--- config.mk ---
export PLATFORM = sky130hd
export DESIGN_NAME = fastq_kmer_extractor_core
export DESIGN_NICKNAME = d
export VERILOG_FILES = /design/src/fkx_pkg.sv /design/src/fkx_classify.sv /design/src/fkx_parser.sv /design/src/fastq_kmer_extractor_core.sv
export SDC_FILE = /design/constraint.sdc
export NUM_CORES = 1
export LEC_CHECK = 0
export ABC_AREA = 1
export BUFFER_PORTS_ARGS = -buffer_cell sky130_fd_sc_hd__buf_2
export CORE_UTILIZATION = 40
export DETAILED_ROUTE_END_ITERATION = 10
export PLACE_DENSITY = 0.58
export SLEW_MARGIN = 20
export SYNTH_ARGS = -nofsm -noshare
export SYNTH_HDL_FRONTEND = slang
export SYNTH_SLANG_ARGS = --single-unit
--- constraint.sdc ---
create_clock -name clk -period 10.1 [get_ports clk]
set_input_delay 0.505 -clock clk [delete_from_list [all_inputs] [get_ports clk]]
set_output_delay 0.505 -clock clk [all_outputs]
set_load 0.005 [all_outputs]
--- src/fkx_pkg.sv ---
// shared types, constants and helpers for the fastq k-mer extractor
`timescale 1ns / 1ps
package fkx_pkg;

  // largest k supported and width of the nucleotide counters
  localparam int MAX_K      = 32;
  localparam int COUNT_BITS = 16;

  // derived widths
  localparam int WIN_W   = 2 * MAX_K;
  localparam int RUN_W   = $clog2(MAX_K + 1);
  localparam int KLEN_W  = 6;
  localparam int CHAR_W  = 8;
  localparam int STAT_W  = 3;
  localparam int OUTC_W  = 16;
  localparam int CIDX_W  = 4;

  // configuration register indexes
  localparam logic [CIDX_W-1:0] REG_KMER_LENGTH = CIDX_W'(0);
  localparam logic [CIDX_W-1:0] REG_WARN_ENABLE = CIDX_W'(1);

  // result status codes
  localparam logic [STAT_W-1:0] ST_KMER      = 3'd0;
  localparam logic [STAT_W-1:0] ST_WARN      = 3'd1;
  localparam logic [STAT_W-1:0] ST_NO_HEADER = 3'd2;
  localparam logic [STAT_W-1:0] ST_MISPLACED = 3'd3;
  localparam logic [STAT_W-1:0] ST_EOF_QUAL  = 3'd4;

  // character classes; the plain bases carry their 2-bit code
  typedef enum logic [2:0] {
    CL_A     = 3'd0,
    CL_C     = 3'd1,
    CL_G     = 3'd2,
    CL_T     = 3'd3,
    CL_DEGEN = 3'd4,
    CL_GAP   = 3'd5,
    CL_OTHER = 3'd6
  } char_class_t;

  // decoded view of one byte
  typedef struct packed {
    char_class_t cls;
    logic        visible;
    logic        is_newline;
    logic        is_at;
    logic        is_plus;
  } char_info_t;

  // one result item
  typedef struct packed {
    logic [STAT_W-1:0] status;
    logic [WIN_W-1:0]  kmer_bits;
    logic [OUTC_W-1:0] base_count;
  } result_t;

  // counter value as seen on the output, saturated to the field width
  function automatic logic [OUTC_W-1:0] out_count(input logic [COUNT_BITS-1:0] cnt);
    logic [31:0] ext;
    ext = 32'(cnt);
    return (ext > 32'h0000_FFFF) ? 16'hFFFF : ext[OUTC_W-1:0];
  endfunction

endpackage

--- src/fkx_classify.sv ---
// byte decoder: case folding and nucleotide class lookup
`timescale 1ns / 1ps
module fkx_classify (
  input  logic [7:0]          char_byte,
  output fkx_pkg::char_info_t info
);
  import fkx_pkg::*;

  localparam logic [7:0] CH_LF    = 8'h0A;
  localparam logic [7:0] CH_AT    = 8'h40;
  localparam logic [7:0] CH_PLUS  = 8'h2B;
  localparam logic [7:0] CH_DOT   = 8'h2E;
  localparam logic [7:0] CH_DASH  = 8'h2D;
  localparam logic [7:0] CH_LOW_A = 8'h61;
  localparam logic [7:0] CH_LOW_Z = 8'h7A;

  logic [7:0] folded;

  always_comb begin
    // lower case folds to upper case
    if (char_byte >= CH_LOW_A && char_byte <= CH_LOW_Z) begin
      folded = char_byte - 8'h20;
    end else begin
      folded = char_byte;
    end

    case (folded)
      "A":               info.cls = CL_A;
      "C":               info.cls = CL_C;
      "G":               info.cls = CL_G;
      "T", "U":          info.cls = CL_T;
      "R", "Y", "K", "M", "S", "W",
      "B", "D", "H", "V", "N":
                         info.cls = CL_DEGEN;
      CH_DOT, CH_DASH:   info.cls = CL_GAP;
      default:           info.cls = CL_OTHER;
    endcase

    info.visible    = (char_byte >= 8'h21) && (char_byte <= 8'h7E);
    info.is_newline = (char_byte == CH_LF);
    info.is_at      = (char_byte == CH_AT);
    info.is_plus    = (char_byte == CH_PLUS);
  end

endmodule

--- src/fkx_parser.sv ---
// record phase tracker, k-mer window and result register
`timescale 1ns / 1ps
module fkx_parser (
  input  logic                       clk,
  input  logic                       rst,
  input  logic                       accept,
  input  logic                       end_of_file,
  input  fkx_pkg::char_info_t        info,
  input  logic [fkx_pkg::KLEN_W-1:0] kmer_length,
  input  logic                       warn_enable,
  input  logic                       out_ready,
  output logic                       out_valid,
  output fkx_pkg::result_t           result
);
  import fkx_pkg::*;

  typedef enum logic [2:0] {
    PH_EXPECT_HEADER,
    PH_HEADER_LINE,
    PH_SEQUENCE,
    PH_PLUS_LINE,
    PH_QUALITY
  } phase_t;

  phase_t                phase, phase_next;
  logic                  line_start, line_start_next;
  logic [WIN_W-1:0]      window, window_next;
  logic [COUNT_BITS-1:0] nuc_count, nuc_count_next;
  logic [RUN_W-1:0]      valid_run, valid_run_next;
  logic [COUNT_BITS-1:0] quality_left, quality_left_next;
  logic                  halted, halted_next;

  logic                  emit;
  logic [STAT_W-1:0]     emit_status;
  logic [WIN_W-1:0]      emit_bits;
  logic [KLEN_W-1:0]     k_clamped;
  logic [RUN_W-1:0]      k_eff;
  logic [WIN_W-1:0]      kmer_mask;
  logic [RUN_W-1:0]      run_inc;
  logic [COUNT_BITS-1:0] count_inc;
  logic [COUNT_BITS-1:0] qual_dec;

  // k clamped into 1..MAX_K
  always_comb begin
    if (kmer_length == '0) begin
      k_clamped = KLEN_W'(1);
    end else if (kmer_length > KLEN_W'(MAX_K)) begin
      k_clamped = KLEN_W'(MAX_K);
    end else begin
      k_clamped = kmer_length;
    end
    k_eff = RUN_W'(k_clamped);
  end

  // two mask bits per base position below k
  always_comb begin
    for (int i = 0; i < MAX_K; i++) begin
      kmer_mask[2*i +: 2] = {2{RUN_W'(i) < k_eff}};
    end
  end

  assign run_inc   = (valid_run < k_eff) ? valid_run + RUN_W'(1) : valid_run;
  assign count_inc = (nuc_count != '1) ? nuc_count + COUNT_BITS'(1) : nuc_count;
  assign qual_dec  = (quality_left != '0) ? quality_left - COUNT_BITS'(1) : quality_left;

  always_comb begin
    phase_next        = phase;
    line_start_next   = line_start;
    window_next       = window;
    nuc_count_next    = nuc_count;
    valid_run_next    = valid_run;
    quality_left_next = quality_left;
    halted_next       = halted;
    emit              = 1'b0;
    emit_status       = ST_KMER;
    emit_bits         = '0;

    if (!halted) begin
      if (end_of_file) begin
        halted_next = 1'b1;
        if ((phase == PH_PLUS_LINE || phase == PH_QUALITY) && quality_left != '0) begin
          emit        = 1'b1;
          emit_status = ST_EOF_QUAL;
        end
      end else begin
        line_start_next = info.is_newline;
        unique case (phase)
          PH_EXPECT_HEADER: begin
            if (info.visible) begin
              if (!line_start) begin
                halted_next = 1'b1;
                emit        = 1'b1;
                emit_status = ST_MISPLACED;
              end else if (!info.is_at) begin
                halted_next = 1'b1;
                emit        = 1'b1;
                emit_status = ST_NO_HEADER;
              end else begin
                phase_next     = PH_HEADER_LINE;
                nuc_count_next = '0;
                valid_run_next = '0;
              end
            end
          end
          PH_HEADER_LINE: begin
            if (info.is_newline) phase_next = PH_SEQUENCE;
          end
          PH_SEQUENCE: begin
            if (info.visible) begin
              case (info.cls)
                CL_A, CL_C, CL_G, CL_T: begin
                  window_next    = {window[WIN_W-3:0], info.cls[1:0]};
                  nuc_count_next = count_inc;
                  valid_run_next = run_inc;
                  if (run_inc >= k_eff) begin
                    emit        = 1'b1;
                    emit_status = ST_KMER;
                    emit_bits   = window_next & kmer_mask;
                  end
                end
                CL_DEGEN: begin
                  nuc_count_next = count_inc;
                  valid_run_next = '0;
                end
                CL_GAP: ;
                default: begin
                  if (line_start && info.is_plus) begin
                    phase_next        = PH_PLUS_LINE;
                    quality_left_next = nuc_count;
                  end else if (warn_enable) begin
                    emit        = 1'b1;
                    emit_status = ST_WARN;
                  end
                end
              endcase
            end
          end
          PH_PLUS_LINE: begin
            if (info.is_newline) begin
              phase_next = (quality_left == '0) ? PH_EXPECT_HEADER : PH_QUALITY;
            end
          end
          PH_QUALITY: begin
            if (info.visible) begin
              quality_left_next = qual_dec;
              if (qual_dec == '0) phase_next = PH_EXPECT_HEADER;
            end
          end
          default: phase_next = PH_EXPECT_HEADER;
        endcase
      end
    end
  end

  always_ff @(posedge clk) begin
    if (rst) begin
      phase        <= PH_EXPECT_HEADER;
      line_start   <= 1'b1;
      window       <= '0;
      nuc_count    <= '0;
      valid_run    <= '0;
      quality_left <= '0;
      halted       <= 1'b0;
      out_valid    <= 1'b0;
    end else begin
      if (accept) begin
        phase        <= phase_next;
        line_start   <= line_start_next;
        window       <= window_next;
        nuc_count    <= nuc_count_next;
        valid_run    <= valid_run_next;
        quality_left <= quality_left_next;
        halted       <= halted_next;
        out_valid    <= emit;
      end else if (out_ready) begin
        out_valid <= 1'b0;
      end
    end
    // result payload, loaded only with a new result
    if (accept && emit) begin
      result.status     <= emit_status;
      result.kmer_bits  <= emit_bits;
      result.base_count <= out_count(nuc_count_next);
    end
  end

endmodule

--- src/fastq_kmer_extractor_core.sv ---
// top level of the fastq k-mer extractor: config registers and handshakes
`timescale 1ns / 1ps
//
//  channel   direction  handshake              payload
//  ------------------------------------------------------------------------
//  input     in         in_valid / in_ready    char_byte, end_of_file
//  result    out        out_valid / out_ready  status, kmer_bits, base_count
//  config    in         cfg_valid / cfg_ready  cfg_index, cfg_data
//
//  one byte per cycle unless stalled: a byte is decoded and folded into the
//  record state in the cycle it is taken, its result (if any) shows in the
//  next cycle from the result register
//  the input is taken whenever the result register is empty or being drained
//  in the same cycle; while a result waits unread the input stalls
//  synchronous reset restores k = 31, warnings on, and an empty record state
//  config writes are always taken (cfg_ready tied high); unknown indexes drop
//
module fastq_kmer_extractor_core (
  input  logic                       clk,
  input  logic                       rst,
  // byte stream
  input  logic                       in_valid,
  output logic                       in_ready,
  input  logic [7:0]                 char_byte,
  input  logic                       end_of_file,
  // results
  output logic                       out_valid,
  input  logic                       out_ready,
  output logic [2:0]                 status,
  output logic [63:0]                kmer_bits,
  output logic [15:0]                base_count,
  // configuration writes
  input  logic                       cfg_valid,
  output logic                       cfg_ready,
  input  logic [fkx_pkg::CIDX_W-1:0] cfg_index,
  input  logic [fkx_pkg::KLEN_W-1:0] cfg_data
);
  import fkx_pkg::*;

  logic [KLEN_W-1:0] kmer_length;
  logic              warn_enable;
  char_info_t        info;
  result_t           result;
  logic              in_accept;

  // config registers
  assign cfg_ready = 1'b1;

  always_ff @(posedge clk) begin
    if (rst) begin
      kmer_length <= KLEN_W'(31);
      warn_enable <= 1'b1;
    end else if (cfg_valid && cfg_ready) begin
      unique case (cfg_index)
        REG_KMER_LENGTH: kmer_length <= cfg_data;
        REG_WARN_ENABLE: warn_enable <= cfg_data[0];
        default: ;
      endcase
    end
  end

  // a byte moves in when the result slot is free or empties this cycle
  assign in_ready  = !out_valid || out_ready;
  assign in_accept = in_valid && in_ready;

  fkx_classify u_classify (
    .char_byte (char_byte),
    .info      (info)
  );

  fkx_parser u_parser (
    .clk         (clk),
    .rst         (rst),
    .accept      (in_accept),
    .end_of_file (end_of_file),
    .info        (info),
    .kmer_length (kmer_length),
    .warn_enable (warn_enable),
    .out_ready   (out_ready),
    .out_valid   (out_valid),
    .result      (result)
  );

  // result transaction payload
  assign status     = result.status;
  assign kmer_bits  = result.kmer_bits;
  assign base_count = result.base_count;

endmodule
==> metrics <==
Worst Path Arrival=4.97 ns; # IOs=110; endpoints failing setup=0; hold_buf cts=0; CP startpoint kind=flop; Mean Syn Cell Area=8.17 um2; Fmax achieved=204 MHz; CTS tree=done; Critical Path End=u_parser.result[44]; largest family of logic cells by synthesized area=simple AND/OR/NAND/NOR gates; top-area cell type share of the netlist area=24.8%; Routed Antenna Nets=0; DP HPWL=17700 um; maximum capacitance violations=0; post_cts resized=0; number of H-tree levels=4; worst slew pin tran=1.07 ns; status=complete, no violations; DR pass1 iterations=4; r2r worst-path depth=26; DIE AREA=25800 um2; clk slew on worst S/H paths=0.08 ns; minimum hold slack=0.306 ns; library cells used by synthesis=45; # fillers=2428; final slew viol count=0; Mapped Cells=1231; Num CTS Buffers=17; antenna cell count=0; fin crit share=48.6%; DRC=0; Core Rows=57; Crit. End Element=flop; final hold vios=0; Reg-to-Reg Start=kmer_length[1]; worst clock skew=0.0119 ns; Post-Synth XOR/XNOR Area=2.27%; syn_nets=1271; power density over cell area=145 nW/um2; P&R area growth vs syn=12.9%; setup TNS=0 ns; Root Driver=clkbuf_16; HP Class=input pin to flop; RSZ-0062 raised after global routing=no; Max-slew headroom=28.5%; FF-to-FF setup slack=5.19 ns; proportion of layout cells with a drive suffix above 1=18.5%; nets=1357; register area share after synthesis=47.3%; Clock Sinks=196; first-pass GRT wire length=39900 um; async set or reset register ratio after synthesis=0%; crit path from=kmer_length[1]; Via Count=8317; initial antenna violation count=0; Post-synth EDFFs=83; drt wl/cell=15.0 um; Initial Utilization=41.1%; post-synthesis compound-gate area fraction=16.3%; post-synth top area cell=edfxtp_1; most common cell in the synthesized netlist=inv_1; die height=161 um; Core Area=24500 um2; Synth Area in Adders=1.99%; DIE WIDTH=161 um; minimum period implied by the final worst setup slack=4.91 ns; Yosys reg bits=196; vias in the first global route=7654; WL final=24800 um; clock buffer depth=2; Max FO, Critical Path=59; Overall Global Routing Usage=19.5%; Worst-Skew Late Latency=0.44 ns; Port Buf Inserts=108; largest net degree at the start of global routing=77; synth cell count leaders=190 x inv_1, 189 x nand2_1, 113 x dfxtp_1; proportion of synthesized area in mux cells=0%; GP Congestion=0.889; Synth Warn #=0; Detailed Route Iter0 Violations=509; ys flop type=dfxtp_1; FF-to-FF End=u_parser.result[44]; ranking of synthesized cells by area=edfxtp_1 25%, dfxtp_1 23%, inv_1 7.1%, nand2_1 7.1%, a21oi_2 4.7%; Synth Area in Simple Gates=21.5%; critical path class=flop to flop; mapped cell area=10100 um2; peak supply drop=102 uV; via density per instance=5.03; Lkg Pwr=4.74 nW; grt total ovfl=0; CP Data Required Time=10.17 ns; Post-CTS Setup Inserts=0; Worst Hold Depth=3
cell usage in the layout (no fill, tap or decap), types with 3 or more instances in the layout:
cell type  Yosys  final
inv_2          9     10
or2_2          3      3
a21oi_1       75     75
buf_2          2    108
nand3_1       63     63
inv_1        190    188
clkbuf_16      0     17
a21oi_2       54     54
o21ai_1       30     30
nor4_1         3      3
nand2_1      189    189
nor2_2         3      3
o211ai_1       3      3
xor2_1        24     24
nand3_2        7      7
nand2_2        5      5
nor3_1        72     72
ha_1          16     16
clkinv_8       0      5
dfxtp_1      113    113
o21ai_0       74     74
edfxtp_1      83     83
nand4_1       18     18
o211ai_2       3      3
o21ai_2        4      4
nor2_1       108    108
a31oi_1        7      7
buf_4          2      6
a211oi_1       9      9
worst max-delay path: stages (launching register included):
cell	delay, ns
dfxtp_1	0.38
nor4_1	0.35
inv_1	0.06
o21ai_0	0.21
inv_1	0.08
nor2_1	0.19
inv_1	0.13
ha_1	0.19
a21oi_1	0.14
o21a_1	0.21
nand2_1	0.18
o21ai_0	0.19
inv_1	0.08
ha_1	0.27
nand2_1	0.04
inv_1	0.06
nand4_1	0.07
o2111ai_1	0.14
nand3_1	0.11
nand2_1	0.07
inv_1	0.03
nand2_1	0.04
nand2_1	0.05
nand2_1	0.05
nand2_1	0.09
clkinv_2	0.32
buf_4	0.71
power by group:
| part | leakage, nW | internal, mW | switching (mW) |
|---|---|---|---|
| clock network | 0.295 | 0.345 | 0.350 |
| logic | 2.73 | 0.0316 | 0.0710 |
| registers | 1.71 | 0.835 | 0.0127 |
| total | 4.74 | 1.21 | 0.434 |
sequential cells by signal, summed over array words and instances (netlist names):
name and cells:
u_parser.halted 1, u_parser.line_start 1, u_parser.quality_left 16, u_parser.window 62, u_parser.result 83, u_parser.phase 3
u_parser.nuc_count 16, u_parser.out_valid 1, u_parser.valid_run 6, kmer_length 6, warn_enable 1
how the worst min path moves through the flow:
| stage | start | to | slack, ns |
|---|---|---|---|
| 3_5_place_dp | u_parser.window[7] | u_parser.window[9] | 0.46 |
| 5_1_grt | cfg_data[3] | kmer_length[3] | 0.31 |
| 6_report | cfg_data[4] | kmer_length[4] | 0.31 |
| 3_3_place_gp | u_parser.halted | u_parser.halted | 0.46 |
| 2_1_floorplan | warn_enable | warn_enable | 0.44 |
| 4_1_cts | cfg_data[4] | kmer_length[4] | 0.29 |
through the flow:
stage / setup WS, ns / power (mW) / cell area, um2 / utilization, % / std cells
after floorplan: 5.00 / 0.930 / 10100 / - / 1231
after global placement: 5.33 / 0.968 / 10700 / 43.9 / 1622
after detailed placement: 5.19 / 0.969 / 10700 / 43.9 / 1622
after CTS: 5.17 / 1.66 / 11300 / 46.4 / 1654
after global routing: 4.64 / 1.71 / 11300 / 46.4 / 1654
final: 5.19 / 1.65 / 11300 / 46.4 / 1654
layout make-up:
| type | instances | area [um2] | area share, % |
|---|---|---|---|
| repair buffers | 114 | 586 | 5.16 |
| multi-input cells | 787 | 4220 | 37.2 |
| well taps | 324 | 405 | 3.57 |
| flip-flops and latches | 196 | 4750 | 41.9 |
| clock inverters | 14 | 179 | 1.58 |
| inverters | 201 | 761 | 6.70 |
| clock buffers | 18 | 439 | 3.87 |
metal layers:
layer	share of wire (%)	routed length, um	global-route usage [%]	vias up
met5	0	0	0	-
met4	2.1	529	6.80	0
met3	4.0	981	2.53	36
met2	47	11800	32.6	212
met1	46	11500	26.0	3809
li1	-	-	-	4260
cells by family (layout without fill, tap and decap cells):
| logic type | count (synthesis) | after routing |
|---|---|---|
| and+or+nand+nor | 479 | 479 |
| buffers and inverters | 248 | 347 |
| other | 1 | 1 |
| DFF | 196 | 196 |
| xor gates and xnor gates | 26 | 26 |
| AOI/OAI and AO/OA | 265 | 265 |
| adders and majority gates | 16 | 16 |
Power figures use the tool's default switching activity.
